`src/rtl/core/fconv_pkg.sv`:
```
// shared constants, types and control structs of the fir convolution filter
// no dependencies
package fconv_pkg;

  localparam int MAX_TAPS      = 128;
  localparam int SAMPLE_BITS   = 16;
  localparam int ACC_BITS      = 40;
  localparam int PROD_BITS     = 2 * SAMPLE_BITS;
  localparam int TAP_AW        = $clog2(MAX_TAPS);
  localparam int CNT_W         = $clog2(MAX_TAPS + 1);
  localparam int TC_W          = 8;
  localparam int SH_W          = 5;
  localparam int CMD_W         = 2;
  localparam int CFG_IDX_W     = 2;
  localparam int CFG_DATA_W    = 8;
  localparam int TAP_COUNT_RST = 128;
  localparam int OUT_SHIFT_RST = 15;

  typedef logic signed [SAMPLE_BITS-1:0] samp_t;
  typedef logic signed [ACC_BITS-1:0]    acc_t;
  typedef logic signed [PROD_BITS-1:0]   prod_t;

  localparam acc_t SAT_HI = acc_t'({1'b0, {(SAMPLE_BITS-1){1'b1}}});
  localparam acc_t SAT_LO = ~SAT_HI;

  typedef enum logic [CMD_W-1:0] {
    CMD_LOAD   = 2'd0,
    CMD_FILTER = 2'd1,
    CMD_CLEAR  = 2'd2
  } cmd_e;

  typedef enum logic [CFG_IDX_W-1:0] {
    REG_TAP_COUNT = 2'd0,
    REG_OUT_SHIFT = 2'd1
  } cfg_reg_e;

  typedef struct packed {
    logic              tap_we;
    logic [TAP_AW-1:0] tap_waddr;
    samp_t             tap_wdata;
    logic              hist_we;
    logic [TAP_AW-1:0] hist_waddr;
    samp_t             hist_wdata;
    logic              hist_clr;
    logic              rd_en;
    logic [TAP_AW-1:0] tap_raddr;
    logic [TAP_AW-1:0] hist_raddr;
  } store_req_t;

  typedef struct packed {
    logic issue;
    logic first;
    logic last;
  } mac_ctl_t;

  typedef struct packed {
    logic busy;
  } mac_stat_t;

endpackage

```
`src/rtl/core/fconv_store.sv`:
```
// tap and history memories, registered reads, per-entry valid bits
// depends on fconv_pkg
module fconv_store import fconv_pkg::*; (
  input  logic       clk,
  input  logic       rst,
  input  store_req_t sreq,
  output samp_t      tap_q,
  output samp_t      hist_q
);

  logic [SAMPLE_BITS-1:0] tap_mem  [MAX_TAPS];
  logic [SAMPLE_BITS-1:0] hist_mem [MAX_TAPS];
  logic [MAX_TAPS-1:0]    tap_vld;
  logic [MAX_TAPS-1:0]    hist_vld;
  logic [SAMPLE_BITS-1:0] tap_rd;
  logic [SAMPLE_BITS-1:0] hist_rd;
  logic                   tap_rd_vld;
  logic                   hist_rd_vld;

  always_ff @(posedge clk) begin
    if (sreq.tap_we) begin
      tap_mem[sreq.tap_waddr] <= sreq.tap_wdata;
    end
    if (sreq.hist_we) begin
      hist_mem[sreq.hist_waddr] <= sreq.hist_wdata;
    end
    if (sreq.rd_en) begin
      tap_rd  <= tap_mem[sreq.tap_raddr];
      hist_rd <= hist_mem[sreq.hist_raddr];
    end
  end

  always_ff @(posedge clk) begin
    if (rst) begin
      tap_vld     <= '0;
      hist_vld    <= '0;
      tap_rd_vld  <= 1'b0;
      hist_rd_vld <= 1'b0;
    end else begin
      if (sreq.tap_we) begin
        tap_vld[sreq.tap_waddr] <= 1'b1;
      end
      if (sreq.hist_clr) begin
        hist_vld <= '0;
      end else if (sreq.hist_we) begin
        hist_vld[sreq.hist_waddr] <= 1'b1;
      end
      if (sreq.rd_en) begin
        tap_rd_vld  <= tap_vld[sreq.tap_raddr];
        hist_rd_vld <= hist_vld[sreq.hist_raddr];
      end
    end
  end

  // entries never written read as zero
  assign tap_q  = tap_rd_vld  ? samp_t'(tap_rd)  : '0;
  assign hist_q = hist_rd_vld ? samp_t'(hist_rd) : '0;

endmodule

```
`config.mk`:
```
export PLATFORM = sky130hd
export DESIGN_NAME = fconv_store
export DESIGN_NICKNAME = d
export VERILOG_FILES = /design/src/rtl/core/fconv_pkg.sv /design/src/rtl/core/fconv_store.sv
export SDC_FILE = /design/constraint.sdc
export NUM_CORES = 2
export LEC_CHECK = 0
export BUFFER_PORTS_ARGS = -buffer_cell sky130_fd_sc_hd__buf_2
export CAP_MARGIN = 20
export CORE_UTILIZATION = 60
export DETAILED_ROUTE_END_ITERATION = 8
export MAX_ROUTING_LAYER = met4
export PLACE_DENSITY = 0.76
export RECOVER_POWER = 100
export SYNTH_ARGS = -nofsm -noshare
export SYNTH_HDL_FRONTEND = slang
export SYNTH_SLANG_ARGS = --single-unit
```
`constraint.sdc`:
```
create_clock -name clk -period 3.3 [get_ports clk]
set_input_delay 0.495 -clock clk [delete_from_list [all_inputs] [get_ports clk]]
set_output_delay 0.495 -clock clk [all_outputs]
set_load 0.01 [all_outputs]
```
Word level (Yosys, flattened, before mapping):

Memory sizes are Yosys's and may differ from the RTL's. A register that Yosys moved wholly into a read port is not among the register bits.
Index checks and enable logic that the tools add are counted.

* flip-flop bits (word level): 258
* bits in writable memories: 4096
* input port bits: 66
* output and inout port bits: 32
* word-level logic and storage cells: 31
* memories kept: 2

Memory list
* hist_mem: depth 128, bits a word 16, read ports 1, clocked after memory_dff 1, wr ports 1, line fconv_store.sv:12 `logic [SAMPLE_BITS-1:0] hist_mem [MAX_TAPS];`
* tap_mem: depth 128, bits a word 16, read ports 1, clocked after memory_dff 1, wr ports 1, line fconv_store.sv:11 `logic [SAMPLE_BITS-1:0] tap_mem [MAX_TAPS];`

* $lt $le $gt $ge: 6
* multiplexer cells: 14
* bitwise operators: 2
* reduce and logical (&&, ||, !) cells: 3

Operator list (number)
* $or 128x128->128: 2
* $lt 7x8->1 const B: 4
* $mux 16: 2
* $bmux 1 s7: 2
* $demux 1 s7: 2
* $ge 7x1->1 const B: 2
* $mux 1: 8
* $logic_and 1x1->1: 2
* $reduce_or 2->1: 1

Longest topological paths before layout:

* word-level depth: 5
* gate-level depth with buffers: 11
* gate-level depth less buffers: 6

Least setup slack after synthesis:

OpenSTA, ideal clock, no wires.

* path type: in2reg
* start: input port sreq[8] (netlist bit)
* end: register tap_rd[0] (read register of tap_mem), data pin
* setup time: 268 ps
* data arrival time: 2508 ps
* required time: 3032 ps
* setup slack: 524 ps
* stages on the path: 8
* buffers on the path: 4
* cells stage by stage: buf_2 > buf_2 > clkbuf_1 > clkbuf_1 > mux4_2 > mux4_2 > o211ai_1 > nand3_1

RTL lines
* from (decl): line fconv_store.sv:6 `input store_req_t sreq,`
* to (decl): line fconv_store.sv:15 `logic [SAMPLE_BITS-1:0] tap_rd;`

==> impl_metrics.csv <==
group,metric,value,unit
logic_synthesis,synthXorXnorAreaFrac,0,
run,cap_violations,97,
sta,holdWs,115.0,ps
layout,syn_to_final_growth,13.31,%
layout,final_cell_mix,"edfxtp_1, mux4_2, nor2_1, clkbuf_1, clkbuf_16",
clocking,cts-resized-gates,0,
pwr,p_int,91050,uW
routing,ant_nets,0,
logic_synthesis,synthDistinctLibCells,50,
global_routing,grt_pass1_vias,85288,
clocking,h-tree-depth,5,
sta,fin_skew,80.05,ps
routing,drt_iter0_drc,11707,
pwr,switching_share,0.2111,
clocking,clock_path_buffers,4,
pwr,pwr-share-clk,0.419,
routing,wirelength,423300,um
logic_synthesis,synth-simple-area-share,0.02050,
routing,wire_per_inst,34.24,um
global_routing,overflow,0,
clocking,clk_latency,990,ps
layout,post-route-util,0.6854,
sta,setup_violations,0,
floorplanning,start_util,0.6049,
status,violations,"capacitance limit, slew limit",
floorplanning,io_pins,98,
placement,hpwlAfterDp,240000,um
logic_synthesis,synth_fa_ha_area_frac,0,
pwr,power.leakage,0.05983,uW
pwr,peakVddDrop,0.7342,mV
routing,drt_pass1_iterations,6,
floorplanning,core,277200,um^2
pwr,power_switching,24360,uW
logic_synthesis,synth_edf_count,4128,
layout,mostFrequentLayoutCell,"edfxtp_1",
critical_path,cp.required,4000,ps
global_routing,grt_max_degree,129,
logic_synthesis,synth_top_family_by_area,"multiplexers",
logic_synthesis,netlist_area,167700,um^2
critical_path,reg2reg_from,"tap_mem[51][14]",
floorplanning,die_w,530.7,um
global_routing,antenna_found_initial,19,
critical_path,path_max_fanout,1,
sta,slew_headroom,-1.493,
pwr,combPwrFrac,0.050,
clocking,cts_inserted_buffers,417,
logic_synthesis,synthFlopType,"edfxtp_1",
floorplanning,rows,193,
clocking,postCtsHoldBufs,8,
routing,vias_per_cell,6.812,
sta,period_minus_slack,3180,ps
critical_path,timing_worst_setup_path_type,"reg2reg",
critical_path,r2r_setup_slack,120,ps
sta,rsz0062_at_grt,"no",
status,run_status,"finished with violations",
logic_synthesis,syn_inst,7504,
routing,route.vias.total,84213,
min_path,hp-class,"in2reg",
pwr,p_per_area,607.4,nW/um^2
logic_synthesis,synth_compound_area_frac,0.01556,
critical_path,critPathArrivalTime,3880,ps
layout,multi_input_area,36330,um^2
layout,seqCellArea,129100,um^2
critical_path,r2r_cells,7,
floorplanning,die_area,281600,um^2
logic_synthesis,async_flop_share,0,
layout,nets,8351,
logic_synthesis,ys_ff_latch,4386,
critical_path,crit_path_end_kind,"flop",
routing,routed-wl-met2,209900,um
clocking,post_cts_buffers,0,
pwr,p_seq_frac,0.531,
logic_synthesis,seq_area_frac_synth,0.7700,
routing,dr.max_layer_used,"met4",
min_path,whs_endpoint,"tap_rd_vld",
global_routing,grt_pass1_wl,603100,um
placement,io_buffer_count,97,
sta,fmax,0.3144,GHz
critical_path,r2r_end,"tap_rd[14]",
layout,nFillCells,16407,
clocking,cts_tree,"yes",
routing,drt-met1-wl,146700,um
min_path,whs_path_depth,4,
min_path,hp-start,"sreq[12]",
critical_path,critPathLaunchType,"flop",
floorplanning,die_height,530.7,um
layout,drive_gt1_frac,0.2678,
clocking,cts_root_buffer,"clkbuf_16",
logic_synthesis,muxShareOfSynthArea,0.1802,
clocking,cts.clk_slew.worst_paths,70,ps
logic_synthesis,ys_warn_count,0,
sta,drv_slew,3399,
clocking,clkSinkCount,4386,
routing,drc_errors,0,
placement,finalWeightedCongestion,0.8715,
global_routing,grt_use_total,0.3128,
routing,wl_met3,46060,um
sta,fin_crit_sh,0.9637,
logic_synthesis,synth_fp_nets,7570,
logic_synthesis,synth_area_per_cell,22.35,um^2
sta,worst_pin_slew,3739,ps
sta,hold_viol,0,
-- flip-flops by register name, indices dropped and copies added (netlist names) --
name         cells
tap_rd          16
tap_mem       2048
hist_mem      2048
hist_rd_vld      1
hist_rd         16
tap_vld        128
tap_rd_vld       1
hist_vld       128
-- layout make-up --
| class | instances | share of cell area |
|---|---|---|
| Sequential cell | 4386 | 0.6796 |
| Multi-Input combinational cell | 2607 | 0.1912 |
| Clock buffer | 530 | 0.05950 |
| Timing Repair Buffer | 774 | 0.02964 |
| Tap cell | 3705 | 0.02440 |
| Clock inverter | 245 | 0.01351 |
| Inverter | 99 | 0.001956 |
| Antenna cell | 17 | 0.0002239 |
-- metal layers --
metal | global-route usage | vias up
met4 | 0.1316 | 0
met3 | 0.05853 | 1062
li1 | - | 33034
met1 | 0.4033 | 44182
met2 | 0.4954 | 5935
met5 | - | -
-- cells by family (layout without fill, tap and decap cells) --
logic type / Yosys count / in the layout
other: 0 / 17
multiplexers: 1430 / 1430
AND/OR/NAND/NOR: 816 / 816
flip-flops: 4386 / 4386
buffers and inverters: 511 / 1648
AO/OA/AOI/OAI: 361 / 361
-- power by group through the flow --
stage                     Combinational (uW)  Clock (uW)  Sequential [uW]
after floorplan                         3010           0            62300
after global placement                  5580           0            62300
after detailed placement                5730           0            62400
after CTS                               5820       48800            61200
after global routing                    5970       50800            61200
final                                   5750       48400            61300
-- synth_stat cells (all sizes together), types with 5 or more instances --
master,n,area (um^2)
edfxtp,4128,124000
mux4,1271,28620
nor2,535,2008
dfxtp,258,5165
buf,224,1217
clkbuf,188,705.7
mux2i,154,1541
o21a,128,960.9
nand2,101,379.1
a31oi,67,419.2
o211ai,65,488.0
nand3,63,315.3
clkinv,56,210.2
o22ai,53,331.6
inv,43,161.4
nor2b,37,231.5
and2,34,212.7
a311oi,17,148.9
nor3,11,55.05
nand2b,9,56.30
nand4,7,43.79
mux2,5,56.30
nand3b,5,37.54
nor4,5,31.28
-- critical path, stage by stage, from the launching register on --
cell	delay, ps
edfxtp_1	450
mux4_2	550
mux4_2	490
clkinv_1	140
o22ai_1	210
a311oi_1	730
buf_4	250
nand3_1	80
-- worst max-delay path by stage --
| stage | start | to | slack, ps | cells past startpoint |
|---|---|---|---|---|
| 3_5_place_dp | sreq[7] | tap_rd[14] | -480 | 8 |
| 4_1_cts | tap_mem[51][14] | tap_rd[14] | 130 | 7 |
| 6_report | tap_mem[51][14] | tap_rd[14] | 120 | 7 |
| 2_1_floorplan | sreq[8] | tap_rd[0] | 520 | 8 |
| 5_1_grt | sreq[0] | hist_rd[2] | 100 | 10 |
| 3_3_place_gp | sreq[7] | tap_rd[14] | -540 | 8 |
-- stage by stage --
step                      std cells  setup slack [ps]  power, uW  TNS [ps]  cell area [um^2]
final                         12363             119.8     115400         0            190000
after global routing          12362             96.46     118000         0            190000
after CTS                     12342             127.9     115800         0            191700
after detailed placement      11559            -482.0      68080     -1856            177700
after global placement        11559            -537.3      67910     -1523            177700
after floorplan                7504             523.5      65310         0            167700
No activity file was read; power rests on OpenSTA's default activity.
