--- src/rtl/core/fconv_pkg.sv ---
// shared constants, types and control structs of the fir convolution filter
// no dependencies
package fconv_pkg;

  localparam int MAX_TAPS      = 128;
  localparam int SAMPLE_BITS   = 16;
  localparam int ACC_BITS      = 40;
  localparam int PROD_BITS     = 2 * SAMPLE_BITS;
  localparam int TAP_AW        = $clog2(MAX_TAPS);
  localparam int CNT_W         = $clog2(MAX_TAPS + 1);
  localparam int TC_W          = 8;
  localparam int SH_W          = 5;
  localparam int CMD_W         = 2;
  localparam int CFG_IDX_W     = 2;
  localparam int CFG_DATA_W    = 8;
  localparam int TAP_COUNT_RST = 128;
  localparam int OUT_SHIFT_RST = 15;

  typedef logic signed [SAMPLE_BITS-1:0] samp_t;
  typedef logic signed [ACC_BITS-1:0]    acc_t;
  typedef logic signed [PROD_BITS-1:0]   prod_t;

  localparam acc_t SAT_HI = acc_t'({1'b0, {(SAMPLE_BITS-1){1'b1}}});
  localparam acc_t SAT_LO = ~SAT_HI;

  typedef enum logic [CMD_W-1:0] {
    CMD_LOAD   = 2'd0,
    CMD_FILTER = 2'd1,
    CMD_CLEAR  = 2'd2
  } cmd_e;

  typedef enum logic [CFG_IDX_W-1:0] {
    REG_TAP_COUNT = 2'd0,
    REG_OUT_SHIFT = 2'd1
  } cfg_reg_e;

  typedef struct packed {
    logic              tap_we;
    logic [TAP_AW-1:0] tap_waddr;
    samp_t             tap_wdata;
    logic              hist_we;
    logic [TAP_AW-1:0] hist_waddr;
    samp_t             hist_wdata;
    logic              hist_clr;
    logic              rd_en;
    logic [TAP_AW-1:0] tap_raddr;
    logic [TAP_AW-1:0] hist_raddr;
  } store_req_t;

  typedef struct packed {
    logic issue;
    logic first;
    logic last;
  } mac_ctl_t;

  typedef struct packed {
    logic busy;
  } mac_stat_t;

endpackage

--- src/rtl/core/fconv_res_if.sv ---
// result item channel: filtered sample and saturation flag
// depends on fconv_pkg
interface fconv_res_if import fconv_pkg::*; ();
  logic  valid;
  logic  ready;
  samp_t filtered;
  logic  saturated;

  modport source (output valid, filtered, saturated, input ready);
  modport sink   (input valid, filtered, saturated, output ready);
endinterface

--- src/rtl/core/fconv_mac.sv ---
// multiply-accumulate, rounding, shift, saturation and result register
// depends on fconv_pkg and the result interface
module fconv_mac import fconv_pkg::*; (
  input  logic            clk,
  input  logic            rst,
  input  mac_ctl_t        ctl,
  input  samp_t           tap_q,
  input  samp_t           hist_q,
  input  logic [SH_W-1:0] shift,
  fconv_res_if.source     res,
  output mac_stat_t       stat
);

  logic  d1_v;
  logic  d1_first;
  logic  d1_last;
  prod_t prod;
  logic  p_v;
  logic  p_first;
  logic  p_last;
  acc_t  acc;
  logic  a_done;
  acc_t  rnd;
  logic  rnd_v;
  acc_t  rnd_bit;
  acc_t  shifted;
  logic  move;
  logic  out_v;
  samp_t out_val;
  logic  out_sat;

  assign rnd_bit = (shift == '0) ? '0 : acc_t'(ACC_BITS'(1) << (shift - SH_W'(1)));
  assign shifted = rnd >>> shift;
  assign move    = rnd_v && (!out_v || res.ready);

  always_ff @(posedge clk) begin
    if (rst) begin
      d1_v   <= 1'b0;
      p_v    <= 1'b0;
      a_done <= 1'b0;
      rnd_v  <= 1'b0;
      out_v  <= 1'b0;
    end else begin
      d1_v   <= ctl.issue;
      p_v    <= d1_v;
      a_done <= p_v && p_last;
      if (a_done) begin
        rnd_v <= 1'b1;
      end else if (move) begin
        rnd_v <= 1'b0;
      end
      if (move) begin
        out_v <= 1'b1;
      end else if (res.ready) begin
        out_v <= 1'b0;
      end
    end
  end

  always_ff @(posedge clk) begin
    d1_first <= ctl.first;
    d1_last  <= ctl.last;
    prod     <= tap_q * hist_q;
    p_first  <= d1_first;
    p_last   <= d1_last;
    if (p_v) begin
      acc <= (p_first ? acc_t'(0) : acc) + acc_t'(prod);
    end
    if (a_done) begin
      rnd <= acc + rnd_bit;
    end
    if (move) begin
      if (shifted > SAT_HI) begin
        out_val <= SAT_HI[SAMPLE_BITS-1:0];
        out_sat <= 1'b1;
      end else if (shifted < SAT_LO) begin
        out_val <= SAT_LO[SAMPLE_BITS-1:0];
        out_sat <= 1'b1;
      end else begin
        out_val <= shifted[SAMPLE_BITS-1:0];
        out_sat <= 1'b0;
      end
    end
  end

  assign res.valid     = out_v;
  assign res.filtered  = out_val;
  assign res.saturated = out_sat;
  assign stat.busy     = d1_v || p_v || a_done || rnd_v;

endmodule

--- src/flat_wrapper.sv ---
// flat-port wrapper written by rule: the top's interface ports become plain ports
module fconv_mac_flat import fconv_pkg::*;
  (clk, rst, ctl, tap_q, hist_q, shift, stat, res_valid, res_filtered, res_saturated, res_ready);
  fconv_res_if res_i ();
  input  logic clk;
  input  logic rst;
  input  mac_ctl_t ctl;
  input  samp_t tap_q;
  input  samp_t hist_q;
  input  logic [SH_W-1:0] shift;
  output mac_stat_t stat;
  output wire logic [$bits(res_i.valid)-1:0] res_valid;
  output wire logic [$bits(res_i.filtered)-1:0] res_filtered;
  output wire logic [$bits(res_i.saturated)-1:0] res_saturated;
  input wire logic [$bits(res_i.ready)-1:0] res_ready;
  assign res_valid = res_i.valid;
  assign res_filtered = res_i.filtered;
  assign res_saturated = res_i.saturated;
  assign res_i.ready = res_ready;
  fconv_mac u_core (.clk(clk), .rst(rst), .ctl(ctl), .tap_q(tap_q), .hist_q(hist_q), .shift(shift), .res(res_i), .stat(stat));
endmodule
--- config.mk ---
export PLATFORM = sky130hd
export DESIGN_NAME = fconv_mac_flat
export DESIGN_NICKNAME = d
export VERILOG_FILES = /design/src/rtl/core/fconv_pkg.sv /design/src/rtl/core/fconv_res_if.sv /design/src/rtl/core/fconv_mac.sv /design/src/flat_wrapper.sv
export SDC_FILE = /design/constraint.sdc
export NUM_CORES = 1
export LEC_CHECK = 0
export BUFFER_PORTS_ARGS = -buffer_cell sky130_fd_sc_hd__buf_2
export CORE_UTILIZATION = 50
export CTS_CLUSTER_DIAMETER = 60
export CTS_CLUSTER_SIZE = 30
export DETAILED_ROUTE_END_ITERATION = 6
export PLACE_DENSITY = 0.73
export SLEW_MARGIN = 5
export SYNTH_ARGS = -nofsm -noshare
export SYNTH_HDL_FRONTEND = slang
export SYNTH_SLANG_ARGS = --single-unit
--- constraint.sdc ---
create_clock -name clk -period 7 [get_ports clk]
set_clock_uncertainty 0.2 [all_clocks]
set_input_delay 0.7 -clock clk [delete_from_list [all_inputs] [get_ports clk]]
set_output_delay 0.7 -clock clk [all_outputs]
set_load 0.05 [all_outputs]
Word-level counts from Yosys, hierarchy flattened

Index checks and enable logic that the tools add are counted.

Bits in latches: 0
Register bits: 138
Memory bits (writable): 0
Word-level logic and storage cells: 40
Output and inout bits: 19
Input port bits: 43
ROM bits: 0
Memories: 0

Div/mod/pow operators: 0
Reduce and logical (&&, ||, !) cells: 10
Bitwise gates (word level): 0
Add/sub/neg operators: 3
Shifts and indexed selects: 2
Muxes and demuxes: 8
Equality and inequality tests: 0
Order comparisons: 2
Multiply operators: 1

Operators with widths:

| operator             | count |
|---|---|
| $mux 40              | 2 |
| $add 40x32->40       | 1 |
| $add 40x40->40       | 1 |
| $gt 40x16->1 const B | 1 |
| $lt 40x16->1 const B | 1 |
| $shl 1x5->40 const A | 1 |
| $sshr 40x5->40       | 1 |
| $mul 16x16->32       | 1 |
| $mux 16              | 1 |
| $logic_not 5->1      | 1 |
| $mux 1               | 5 |
| $sub 5x1->5 const B  | 1 |
| $logic_or 1x1->1     | 4 |
| $reduce_bool 2->1    | 2 |
| $logic_and 1x1->1    | 2 |
| $logic_not 1->1      | 1 |

Depth between registers and ports, before layout

Depth after elaboration: 5
Gate-level depth with buffers: 23
Gate-level depth less buffers: 22

Worst setup path after synthesis

OpenSTA, ideal clock, no wires.

Kind: input -> register
Start point: input tap_q[15]
End point: register u_core.prod[31]
Required time: 6.668 ns
Setup slack: 0.555 ns
Stages on the path: 20
Arrival time: 6.113 ns
Library setup time: 0.132 ns
Buffers on the path: 1
Path through: clkbuf_1 > nand2_1 > inv_1 > fa_1 > fa_1 > fa_1 > fa_1 > fa_1 > inv_1 > fa_1 > inv_1 > ha_1 > a21o_1 > a21o_1 > a211o_1 > o211ai_1 > a21oi_1 > a211o_1 > a2111oi_0 > nor3b_1

Word-level cells in the longest chain between the ends: 1

Ends and longest elaborated chain:

| item                 | RTL line          | text |
|---|---|---|
| from (decl)          | flat_wrapper.sv:8 | `input samp_t tap_q;` |
| $mul 16x16->32       | fconv_mac.sv:63   | `prod <= tap_q * hist_q;` |
| to (signal assigned) | fconv_mac.sv:63   |  |
| to (decl)            | fconv_mac.sv:17   | `prod_t prod;` |

Every way passes these cells.
A chain may end at the register's enable or synchronous reset.

Worst setup path in the final report

Start point: input hist_q[4]
End point: register u_core.prod[31]

Word-level cells in the longest chain between the ends: 1

Ends and longest elaborated chain:

| item           | RTL line          | text |
|---|---|---|
| from (decl)    | flat_wrapper.sv:9 | `input samp_t hist_q;` |
| $mul 16x16->32 | fconv_mac.sv:63   |  |

Every way passes these cells.

==> flow_metrics.tcl <==
set metrics [dict create \
    cts_resized 0 \
    io_pins 62 \
    min_period_over_period_pct 93.4 \
    grt_pass1_wl_mm 78.8 \
    postLayoutCellArea_um2 22000 \
    totalWireLength_mm 46.6 \
    tightest_slew_ps 981 \
    fin_util_pct 53.8 \
    tritoncts "yes" \
    layout_commonest_cell "inv_1" \
    drive_above_1_share_pct 9.06 \
    crit_arrival_ps 6640 \
    antenna_cells 0 \
    dieArea_um2 42200 \
    fill_cells 3624 \
    worstPathMaxFanout 11 \
    wl_per_cell_um 16.9 \
    synth_edf_count 97 \
    netSwitchingFraction_pct 48.9 \
    antenna_found_initial 0 \
    worstSetupPathType "in -> reg" \
    rsz0062_at_grt "no" \
    cts_sinks 138 \
    layout_common_cells "inv_1 (338), fa_1 (264), nand2_1 (209)" \
    h-tree-depth 4 \
    place_area_um2 21400 \
    regArea_um2 3730 \
    slew_headroom_pct 34.6 \
    synthFlopType "edfxtp_1" \
    track_usage_pct 23.2 \
    core_um2 40800 \
    grt_remaining_overflow 0 \
    report.final.hold_viol_count 0 \
    startpoint_type "primary input" \
    seq_area_frac_synth_pct 18.0 \
    critical_path.max_stage_delay_ps 540 \
    cts_setup_buffers 0 \
    multiInputGateArea_um2 15300 \
    clkTransAtPathRegs_ps 60 \
    cell_internal_pwr_w 0.00591 \
    rows 74 \
    fin_nets 2677 \
    portBuffers 61 \
    slew_viol_final 0 \
    grt_pass1_vias 16100 \
    syn-cell-area_um2 20700 \
    syn-num-nets 2662 \
    die_y_um 205 \
    synth_area_per_cell_um2 9.40 \
    start_util_pct 50.7 \
    synth-seq-cells 138 \
    dr.pass1.iters 5 \
    cp_cell_sequence "buf_2 > and2_1 > fa_1 > inv_1 > fa_1 > fa_1 > inv_1 > fa_1 > fa_1 > inv_1 > fa_1 > inv_1 > ha_1 > a21o_1 > a21oi_1 > o211ai_1 > a31oi_1 > a21boi_0 > a211o_1 > a2111oi_0 > nor3b_1" \
    hold_class "reg -> reg" \
    required_ps 7100 \
    drt-initial-drc-count 811 \
    fmax_mhz 153 \
    numCtsBuffers 17 \
    drc_errors 0 \
    cp_common_cell "fa_1" \
    seqPwrFrac_pct 11.3 \
    worst_ir_drop_vdd_mv 0.493 \
    pwr-share-comb_pct 81.5 \
    synth.distinct_cells 77 \
    status "finished clean" \
    setup_violations 0 \
    dp.cells 2730 \
    drtAntennaViolNets 0 \
    pwr-share-clk_pct 7.2 \
    fin_hold_ws_ps 124 \
    gp_congestion 0.916 \
    synthArstFlopShare_pct 0 \
    fin_crit_ps 6540 \
    final-instance-count-excl-fill 2762 \
    die_w_um 205 \
    drt-vias-per-instance 5.62 \
    clockBufferDepth 2 \
    drv_cap 0 \
    critPathSlowestCell "fa_1" \
    yosysWarnings 0 \
    clock-root-buffer "clkbuf_16" \
    post-dp-hpwl_mm 38.3 \
    area_delta_synth_final_pct 6.11 \
    p_leak_nw 10.1 \
    vias 15500 \
    postCtsHoldBufs 0 \
    grt_max_degree 53 \
    synthCells 2202 \
    switching_power_w 0.00566 \
    fin_total_pwr_w 0.0116 \
    power_density_nw_per_um2 527 \
    clkLatencyLatePin_ps 430 \
    end_kind "flop" \
]
[power by group through the flow]
stage | logic, W | registers [W] | clock network (W)
2_1_floorplan | 0.00758 | 0.00130 | 0
3_3_place_gp | 0.00913 | 0.00132 | 0
3_5_place_dp | 0.00943 | 0.00132 | 0
4_1_cts | 0.00949 | 0.00131 | 0.000845
5_1_grt | 0.0109 | 0.00132 | 0.000877
6_report | 0.00944 | 0.00131 | 0.000830
[final timing paths]
kind | start | endpoint | slack [ps] | cells after the start
max reg2reg | u_core.p_first | u_core.acc[33] | 2510 | 10
min reg2reg | u_core.d1_first | u_core.p_first | 120 | 0
min | u_core.d1_first | u_core.p_first | 120 | 0
max | hist_q[4] | u_core.prod[31] | 460 | 21
[Yosys cell counts, types with 9 or more instances]
library cell / number / area share [%]
ha_1: 153 / 9.2
o211ai_1: 16 / 0.58
nor2_1: 106 / 1.9
nand2b_1: 20 / 0.60
clkbuf_1: 59 / 1.1
and3_1: 16 / 0.48
nand3_1: 33 / 0.80
o21bai_1: 12 / 0.44
nor2b_1: 51 / 1.5
o31ai_1: 10 / 0.36
o21ai_0: 64 / 1.5
a21oi_2: 9 / 0.38
edfxtp_1: 97 / 14
xnor2_1: 72 / 3.0
a21o_1: 41 / 1.5
or3_1: 9 / 0.27
o21a_1: 14 / 0.51
nand2_1: 209 / 3.8
dfxtp_1: 41 / 4.0
buf_2: 11 / 0.27
a211oi_1: 17 / 0.62
mux4_2: 40 / 4.4
mux2_2: 26 / 1.4
nor3_1: 32 / 0.77
mux2i_1: 30 / 1.5
fa_1: 264 / 26
xor2_1: 28 / 1.2
a21oi_1: 107 / 2.6
and2_1: 134 / 4.0
inv_1: 338 / 6.1
a31oi_1: 19 / 0.57
nand4_1: 13 / 0.39
[worst max-delay path, delay by kind of cell]
kind,cells,cell delay (ps)
simple gates,2,290
buf+inv,5,360
compound gates,7,1860
fa+ha+maj,7,3420
[stage by stage]
| stage | setup TNS, ps | worst slack [ps] |
|---|---|---|
| after floorplan | 0 | 555 |
| final | 0 | 459 |
| after global placement | 0 | 106 |
| after global routing | 0 | 70.3 |
| after CTS | 0 | 434 |
| after detailed placement | -29.2 | -29.2 |
[kinds of logic (layout without fill, tap and decap cells)]
kind of cell,Yosys count,after routing,share of synthesized area [%]
compound gates,373,373,11.9
xor+xnor,100,100,4.23
fa+ha+maj,417,417,34.8
buf+inv,424,452,8.08
flops,138,138,18.0
mux,97,97,7.27
other cells,1,1,0.0181
simple gates,652,652,15.7
[flip-flops by register name, summed over array words and instances, names as in the netlist, 16 cells and up]
name                 flops
u_core.prod             32
u_core.acc              40
u_core.rnd              40
u_core.res.filtered     16
[metal layers]
metal,global-route usage [%],up-vias,wire [µm]
met4,7.62,0,1320
met5,0,-,0
met2,41.2,463,23100
li1,-,7393,-
met1,29.6,7579,20400
met3,2.14,95,1830
[cell type report]
class	instances	share of cell area (%)
Tap cell	532	3.03
Multi-Input combinational cell	1640	69.6
Clock buffer	24	2.27
Timing Repair Buffer	81	2.07
Clock inverter	8	0.205
Inverter	339	5.79
Sequential cell	138	17.0
Power figures use the tool's default switching activity.
