[src/rtl/core/fconv_pkg.sv]
// shared constants, types and control structs of the fir convolution filter
// no dependencies
package fconv_pkg;

  localparam int MAX_TAPS      = 128;
  localparam int SAMPLE_BITS   = 16;
  localparam int ACC_BITS      = 40;
  localparam int PROD_BITS     = 2 * SAMPLE_BITS;
  localparam int TAP_AW        = $clog2(MAX_TAPS);
  localparam int CNT_W         = $clog2(MAX_TAPS + 1);
  localparam int TC_W          = 8;
  localparam int SH_W          = 5;
  localparam int CMD_W         = 2;
  localparam int CFG_IDX_W     = 2;
  localparam int CFG_DATA_W    = 8;
  localparam int TAP_COUNT_RST = 128;
  localparam int OUT_SHIFT_RST = 15;

  typedef logic signed [SAMPLE_BITS-1:0] samp_t;
  typedef logic signed [ACC_BITS-1:0]    acc_t;
  typedef logic signed [PROD_BITS-1:0]   prod_t;

  localparam acc_t SAT_HI = acc_t'({1'b0, {(SAMPLE_BITS-1){1'b1}}});
  localparam acc_t SAT_LO = ~SAT_HI;

  typedef enum logic [CMD_W-1:0] {
    CMD_LOAD   = 2'd0,
    CMD_FILTER = 2'd1,
    CMD_CLEAR  = 2'd2
  } cmd_e;

  typedef enum logic [CFG_IDX_W-1:0] {
    REG_TAP_COUNT = 2'd0,
    REG_OUT_SHIFT = 2'd1
  } cfg_reg_e;

  typedef struct packed {
    logic              tap_we;
    logic [TAP_AW-1:0] tap_waddr;
    samp_t             tap_wdata;
    logic              hist_we;
    logic [TAP_AW-1:0] hist_waddr;
    samp_t             hist_wdata;
    logic              hist_clr;
    logic              rd_en;
    logic [TAP_AW-1:0] tap_raddr;
    logic [TAP_AW-1:0] hist_raddr;
  } store_req_t;

  typedef struct packed {
    logic issue;
    logic first;
    logic last;
  } mac_ctl_t;

  typedef struct packed {
    logic busy;
  } mac_stat_t;

endpackage

[src/rtl/core/fconv_req_if.sv]
// input item channel: command, coefficient load fields and sample
// depends on fconv_pkg
interface fconv_req_if import fconv_pkg::*; ();
  logic              valid;
  logic              ready;
  logic [CMD_W-1:0]  cmd;
  logic [TAP_AW-1:0] coef_index;
  samp_t             coef_value;
  samp_t             sample;

  modport source (output valid, cmd, coef_index, coef_value, sample, input ready);
  modport sink   (input valid, cmd, coef_index, coef_value, sample, output ready);
endinterface

[src/rtl/core/fconv_cfg_if.sv]
// configuration write channel: register index and data
// depends on fconv_pkg
interface fconv_cfg_if import fconv_pkg::*; ();
  logic                  valid;
  logic                  ready;
  logic [CFG_IDX_W-1:0]  index;
  logic [CFG_DATA_W-1:0] data;

  modport source (output valid, index, data, input ready);
  modport sink   (input valid, index, data, output ready);
endinterface

[src/rtl/core/fconv_ctrl.sv]
// command decode, config registers and tap sequencer
// depends on fconv_pkg and the request and config interfaces
module fconv_ctrl import fconv_pkg::*; (
  input  logic            clk,
  input  logic            rst,
  fconv_req_if.sink       req,
  fconv_cfg_if.sink       cfg,
  input  mac_stat_t       mstat,
  output store_req_t      sreq,
  output mac_ctl_t        mctl,
  output logic [SH_W-1:0] shift
);

  typedef enum logic [2:0] {
    ST_IDLE = 3'b001,
    ST_RUN  = 3'b010,
    ST_WAIT = 3'b100
  } state_t;

  state_t            state;
  state_t            state_next;
  logic [TC_W-1:0]   tap_count;
  logic [SH_W-1:0]   out_shift;
  logic [TAP_AW-1:0] head;
  logic [TAP_AW-1:0] head_inc;
  logic [TAP_AW-1:0] pos;
  logic [TAP_AW-1:0] tap_addr;
  logic [CNT_W-1:0]  remain;
  logic [CNT_W-1:0]  n_eff;
  logic              accept;

  assign req.ready = (state == ST_IDLE);
  assign cfg.ready = 1'b1;
  assign accept    = req.valid && req.ready;
  assign shift     = out_shift;

  assign head_inc = (head == TAP_AW'(MAX_TAPS - 1)) ? '0 : head + TAP_AW'(1);

  always_comb begin
    if (tap_count == '0) begin
      n_eff = CNT_W'(1);
    end else if (CNT_W'(tap_count) > CNT_W'(MAX_TAPS)) begin
      n_eff = CNT_W'(MAX_TAPS);
    end else begin
      n_eff = CNT_W'(tap_count);
    end
  end

  always_comb begin
    state_next = state;
    case (state)
      ST_IDLE: begin
        if (accept && req.cmd == CMD_FILTER) begin
          state_next = ST_RUN;
        end
      end
      ST_RUN: begin
        if (remain == CNT_W'(1)) begin
          state_next = ST_WAIT;
        end
      end
      ST_WAIT: begin
        if (!mstat.busy) begin
          state_next = ST_IDLE;
        end
      end
      default: state_next = ST_IDLE;
    endcase
  end

  always_ff @(posedge clk) begin
    if (rst) begin
      state     <= ST_IDLE;
      tap_count <= TC_W'(TAP_COUNT_RST);
      out_shift <= SH_W'(OUT_SHIFT_RST);
      head      <= '0;
      pos       <= '0;
      tap_addr  <= '0;
      remain    <= '0;
    end else begin
      state <= state_next;
      if (cfg.valid && cfg.ready) begin
        case (cfg.index)
          REG_TAP_COUNT: tap_count <= cfg.data[TC_W-1:0];
          REG_OUT_SHIFT: out_shift <= cfg.data[SH_W-1:0];
          default: ;
        endcase
      end
      if (accept && req.cmd == CMD_FILTER) begin
        pos      <= head;
        tap_addr <= '0;
        remain   <= n_eff;
        head     <= head_inc;
      end else if (accept && req.cmd == CMD_CLEAR) begin
        head <= '0;
      end
      if (state == ST_RUN) begin
        tap_addr <= tap_addr + TAP_AW'(1);
        pos      <= (pos == '0) ? TAP_AW'(MAX_TAPS - 1) : pos - TAP_AW'(1);
        remain   <= remain - CNT_W'(1);
      end
    end
  end

  always_comb begin
    sreq.tap_we     = accept && req.cmd == CMD_LOAD;
    sreq.tap_waddr  = req.coef_index;
    sreq.tap_wdata  = req.coef_value;
    sreq.hist_we    = accept && req.cmd == CMD_FILTER;
    sreq.hist_waddr = head;
    sreq.hist_wdata = req.sample;
    sreq.hist_clr   = accept && req.cmd == CMD_CLEAR;
    sreq.rd_en      = (state == ST_RUN);
    sreq.tap_raddr  = tap_addr;
    sreq.hist_raddr = pos;
    mctl.issue      = (state == ST_RUN);
    mctl.first      = (tap_addr == '0);
    mctl.last       = (remain == CNT_W'(1));
  end

endmodule

[src/flat_wrapper.sv]
// flat-port wrapper written by rule: the top's interface ports become plain ports
module fconv_ctrl_flat import fconv_pkg::*;
  (clk, rst, mstat, sreq, mctl, shift, req_valid, req_cmd, req_coef_index, req_coef_value, req_sample, req_ready, cfg_valid, cfg_index, cfg_data, cfg_ready);
  fconv_req_if req_i ();
  fconv_cfg_if cfg_i ();
  input  logic clk;
  input  logic rst;
  input  mac_stat_t mstat;
  output store_req_t sreq;
  output mac_ctl_t mctl;
  output logic [SH_W-1:0] shift;
  input wire logic [$bits(req_i.valid)-1:0] req_valid;
  input wire logic [$bits(req_i.cmd)-1:0] req_cmd;
  input wire logic [$bits(req_i.coef_index)-1:0] req_coef_index;
  input wire logic [$bits(req_i.coef_value)-1:0] req_coef_value;
  input wire logic [$bits(req_i.sample)-1:0] req_sample;
  output wire logic [$bits(req_i.ready)-1:0] req_ready;
  input wire logic [$bits(cfg_i.valid)-1:0] cfg_valid;
  input wire logic [$bits(cfg_i.index)-1:0] cfg_index;
  input wire logic [$bits(cfg_i.data)-1:0] cfg_data;
  output wire logic [$bits(cfg_i.ready)-1:0] cfg_ready;
  assign req_i.valid = req_valid;
  assign req_i.cmd = req_cmd;
  assign req_i.coef_index = req_coef_index;
  assign req_i.coef_value = req_coef_value;
  assign req_i.sample = req_sample;
  assign req_ready = req_i.ready;
  assign cfg_i.valid = cfg_valid;
  assign cfg_i.index = cfg_index;
  assign cfg_i.data = cfg_data;
  assign cfg_ready = cfg_i.ready;
  fconv_ctrl u_core (.clk(clk), .rst(rst), .req(req_i), .cfg(cfg_i), .mstat(mstat), .sreq(sreq), .mctl(mctl), .shift(shift));
endmodule
[config.mk]
export PLATFORM = sky130hd
export DESIGN_NAME = fconv_ctrl_flat
export DESIGN_NICKNAME = d
export VERILOG_FILES = /design/src/rtl/core/fconv_pkg.sv /design/src/rtl/core/fconv_req_if.sv /design/src/rtl/core/fconv_cfg_if.sv /design/src/rtl/core/fconv_ctrl.sv /design/src/flat_wrapper.sv
export SDC_FILE = /design/constraint.sdc
export NUM_CORES = 1
export LEC_CHECK = 0
export ABC_AREA = 1
export CORE_MARGIN = 5
export CORE_UTILIZATION = 40
export CTS_CLUSTER_DIAMETER = 150
export CTS_CLUSTER_SIZE = 30
export DETAILED_ROUTE_END_ITERATION = 7
export DONT_BUFFER_PORTS = 1
export PLACE_DENSITY = 0.55
export SLEW_MARGIN = 20
export SYNTH_ARGS = -nofsm -noshare
export SYNTH_HDL_FRONTEND = slang
export SYNTH_SLANG_ARGS = --single-unit
[constraint.sdc]
create_clock -name clk -period 1.46 [get_ports clk]
set_input_delay 0.219 -clock clk [delete_from_list [all_inputs] [get_ports clk]]
set_output_delay 0.219 -clock clk [all_outputs]
set_load 0.005 [all_outputs]
# Word-level counts from Yosys, hierarchy flattened
# Index checks and enable logic that the tools add are counted.
[classes]
mux = 16
n_eq_ne = 11
addsub = 4
order_cmp = 1
n_reduce_logical = 14
[op_table]
columns = ["op", "count"]
rows = [
  ["2-to-1 mux 7 bit", 8],
  ["2-to-1 mux 8 bit", 4],
  ["adder 7 x 1 -> 7 bit, second input constant", 2],
  ["zero test 7 bit", 2],
  ["2-to-1 mux 3 bit", 3],
  ["case mux 3 bit (3 select lines)", 1],
  ["== test 8 x 1 -> 1 bit, second input constant", 1],
  ["greater-than comparator 8 bit, second input constant", 1],
  ["zero test 8 bit", 1],
  ["subtractor 8 x 1 -> 8 bit, second input constant", 1],
  ["== test 7 bit, second input constant", 1],
  ["subtractor 7 x 1 -> 7 bit, second input constant", 1],
  ["!= test 2 bit, second input constant", 3],
  ["== test 2 x 1 -> 1 bit, second input constant", 2],
  ["logical AND 1 bit", 4],
  ["zero test 2 bit", 2],
  ["AND reduction 2 bit", 2],
  ["nonzero test 2 bit", 2],
  ["== test 3 x 1 -> 1 bit, second input constant", 1],
  ["== test 3 x 2 -> 1 bit, second input constant", 1],
  ["== test 3 bit, second input constant", 1],
  ["AND reduction 3 bit", 1],
  ["== test 2 bit, second input constant", 1],
]
[word_totals]
output_inout_bits = 74
elab_cells = 53
reg_bits = 45
input_bits = 56

# Depth between registers and ports, before layout
[logic_depth]
ltp_word = 5
depth_mapped = 9

# Least setup slack after synthesis
# OpenSTA, ideal clock, no wires.
[synth_timing]
path_type = "reg2reg"
start = "reg u_core.head[0]"
end = "reg u_core.head[5]"
slack_ns = 0.165
path_buffers = 0
synth_period_minus_slack_ns = 1.295
arrival_ns = 1.177
path_stages_with_launch = 7
cell_sequence = "dfxtp_1 -> ha_1 -> nand3_1 -> nor2_1 -> nor2_1 -> o21ai_1 -> nor2_1"
[synth_between]
elab_chain_len = 3
[synth_lines]
columns = ["element", "line", "source"]
rows = [
  ["from (decl)", "fconv_ctrl.sv:24", "logic [TAP_AW-1:0] head;"],
  ["from (signal assigned)", "fconv_ctrl.sv:93", "head <= head_inc;"],
  ["adder 7 x 1 -> 7 bit / == test 7 bit (equally long branches)", "fconv_ctrl.sv:37", "assign head_inc = (head == TAP_AW'(MAX_TAPS - 1)) ? '0 : head + TAP_AW'(1);"],
  ["2-to-1 mux 7 bit *", "fconv_ctrl.sv:37", ""],
  ["2-to-1 mux 7 bit *", "fconv_ctrl.sv:89", "if (accept && req.cmd == CMD_FILTER) begin"],
]
# Mark *: on every way between the ends. The rest lies on a longest branch, timed or not.
# A chain may end at the register's enable or synchronous reset.

==> run_results.csv <==
group,metric,value,unit
setup_path,rrSetupSlack,0.06,ns
route,vias_per_cell,4.89,
finish,fin_nets,461,
placement,dp_hpwl,5030,um
clocking,cts.sink_count,45,
synth,synthTopCellsByArea,"dfxtp_1, buf_4, nand2_1",
power_and_ir_drop,leakage,1.30,nW
clocking,cts_tree,"built",
synth,synth_cells,421,
die,initial_core_util,41.5,%
synth,synth_ff_type,"dfxtp_1",
route,ant_nets,0,
route,vias,2423,
die,die_area,0.00891,mm^2
finish,nFillCells,734,
finish,antenna_cells,0,
synth,synthArstFlopShare,0,%
setup_path,arrival,1.23,ns
die,fp.dieW,94.4,um
setup_path,critical_path.startpoint_type,"register",
grt,grt_use_total,15.3,%
timing,worst_slack,0.00807,ns
route,wl,6700,um
finish,stdcell_count,495,
timing,fin_crit,1.45,ns
route,drtPass1Iterations,4,
die,chipHeight,94.4,um
finish,drive_gt1_share,16.5,%
clocking,clock_latency,0.29,ns
synth,ys_types,33,
clocking,cts.clk_slew.worst_paths,0.09,ns
route,wire_per_inst,13.5,um
grt,grt-ovfl-total,0,
clocking,cts_max_level,2,
outcome,status,"finished, final reports clean",
placement,dp_slack,0.0747,ns
timing,worstMarginPinSlew,0.665,ns
setup_path,critPathMaxFanout,8,
timing,fin_hold_ws,0.0271,ns
clocking,cts_root_buffer,"clkbuf_8",
timing,fin_crit_sh,99.4,%
grt,grt_start_max_net_pins,21,
synth,synth_top_area_share,31.6,%
power_and_ir_drop,ir_drop,0.584,mV
finish,syn_to_final_growth,2.28,%
clocking,cts_max_path_buffers,2,
finish,final_util,42.4,%
flow_run,max-cap-violations,0,
grt,antenna_found_initial,0,
placement,dp_cells,482,
synth,ys_ff_latch,45,
placement,place.gp.congestion,0.826,
synth,avgSynthCellArea,6.77,um^2
die,core_area,0.00687,mm^2
grt,grt_pass1_vias,2342,
synth,synth-edff-count,0,
placement,post_dp_cell_area,0.00272,mm^2
grt,grt_pass1_wl,11200,um
clocking,cts_buffers,5,
setup_path,worstPathRequired,1.24,ns
die,io_pins,130,
timing,hold_violations,0,
timing,setup_viol,0,
synth,yosysWarnings,0,
synth,syn-cell-area,0.00285,mm^2
timing,slew_viol_final,0,
synth,synth_top_area_cell,"dfxtp_1",
synth,synth_fp_nets,484,
placement,numPortBuffers,0,
finish,postLayoutCellArea,0.00292,mm^2
die,rows,30,
route,drt_iter0_drc,138,
timing,fmax,689,MHz
timing,rsz0062_at_grt,"yes",
setup_path,worstSetupPathType,"register to primary output",
timing,max-slew-margin-rel,55.5,%
power_and_ir_drop,p_per_area,1110,mW/mm^2
setup_path,end_kind,"primary output",
min_path,hold_path.class,"primary input to register",
route,route.detailed.drc,0,
timing,fin_skew,0.0105,ns
synth,ys_seq_area_share,31.6,%
## metal layers
metal,routed length (um),up-vias,track usage (%)
li1,-,1267,-
met1,3040,1086,20.0
met2,3130,60,25.1
met3,501,10,4.62
met4,27,0,3.01
met5,0,-,0
## critical path, cell delays in order, from the launching register on
cell	delay, ns
dfxtp_2	0.33
inv_2	0.07
nand2_2	0.06
nor2_4	0.15
nand3_4	0.18
inv_6	0.14
## power breakdown
| group | leakage (nW) | switching, W | internal [W] | total (W) |
|---|---|---|---|---|
| logic | 0.887 | 0.000668 | 0.000420 | 0.00109 |
| registers | 0.367 | 0.0000930 | 0.00133 | 0.00142 |
| clock network | 0.0450 | 0.000404 | 0.000332 | 0.000736 |
| total | 1.30 | 0.00116 | 0.00208 | 0.00325 |
## layout by cell type (no fill, tap or decap), drive strengths merged, types with 7 or more instances in the layout
master,count
dfxtp,45
o21ai,34
nand4,10
a21oi,31
inv,46
nand2,86
ha,7
nand3,42
nor2,55
buf,22
## synthesized netlist by cell type (all sizes together), types with 2 or more instances
| master | instances |
|---|---|
| nand3 | 42 |
| nand4 | 10 |
| nor2 | 55 |
| a21oi | 31 |
| buf | 49 |
| nor3 | 2 |
| or2 | 3 |
| ha | 7 |
| nand3b | 2 |
| dfxtp | 45 |
| clkbuf | 4 |
| o21ai | 34 |
| nand2 | 86 |
| inv | 46 |
## cell families after synthesis
family          after synthesis  synth area share [%]
compound gates               68                  13.5
xor+xnor                      1                 0.307
fa+ha+maj                     7                  3.07
buf+inv                      99                  20.0
flops                        45                  31.6
other cells                   1                 0.132
simple gates                200                  31.3
## per-stage QoR
| stage | setup TNS [ns] | total power, W |
|---|---|---|
| after floorplan | 0 | 0.00227 |
| after CTS | -0.00808 | 0.00319 |
| after global routing | -0.353 | 0.00351 |
| after global placement | 0 | 0.00242 |
| final | 0 | 0.00325 |
| after detailed placement | 0 | 0.00242 |
## final timing paths
| kind | to | cells after the start | start |
|---|---|---|---|
| hold reg to reg | u_core.tap_count[1] | 2 | u_core.tap_count[1] |
| setup / recovery | sreq[39] | 5 | u_core.state[1] |
| hold / removal | u_core.state[0] | 2 | rst |
| setup reg to reg | u_core.state[0] | 10 | u_core.state[1] |
## cell type report
cell class              count  area, um^2  share of cell area [%]
multi-input cells         277        1430                    49.1
flip-flops and latches     45         905                    31.0
repair buffers             23         191                    6.57
inverters                  46         185                    6.35
well taps                  96         120                    4.12
clock buffers               6        72.6                    2.49
clock inverters             2        10.0                   0.343
## flip-flops by register name, summed over array words and instances (netlist names)
| name | count |
|---|---|
| u_core.shift | 5 |
| u_core.state | 3 |
| u_core.tap_count | 8 |
| u_core.head | 7 |
| u_core.remain | 8 |
| u_core.pos | 7 |
| u_core.tap_addr | 7 |
## what timing repair did
item / in CTS / in global routing
pin swaps: 0 / 3
gates resized for setup: 5 / 20
endpoints found under the hold margin: 13 / 0
setup endpoints to repair: 5 / 21
hold buffers: 1 / 0
buffers inserted: 0 / 4
(Power assumes the default switching activity.)
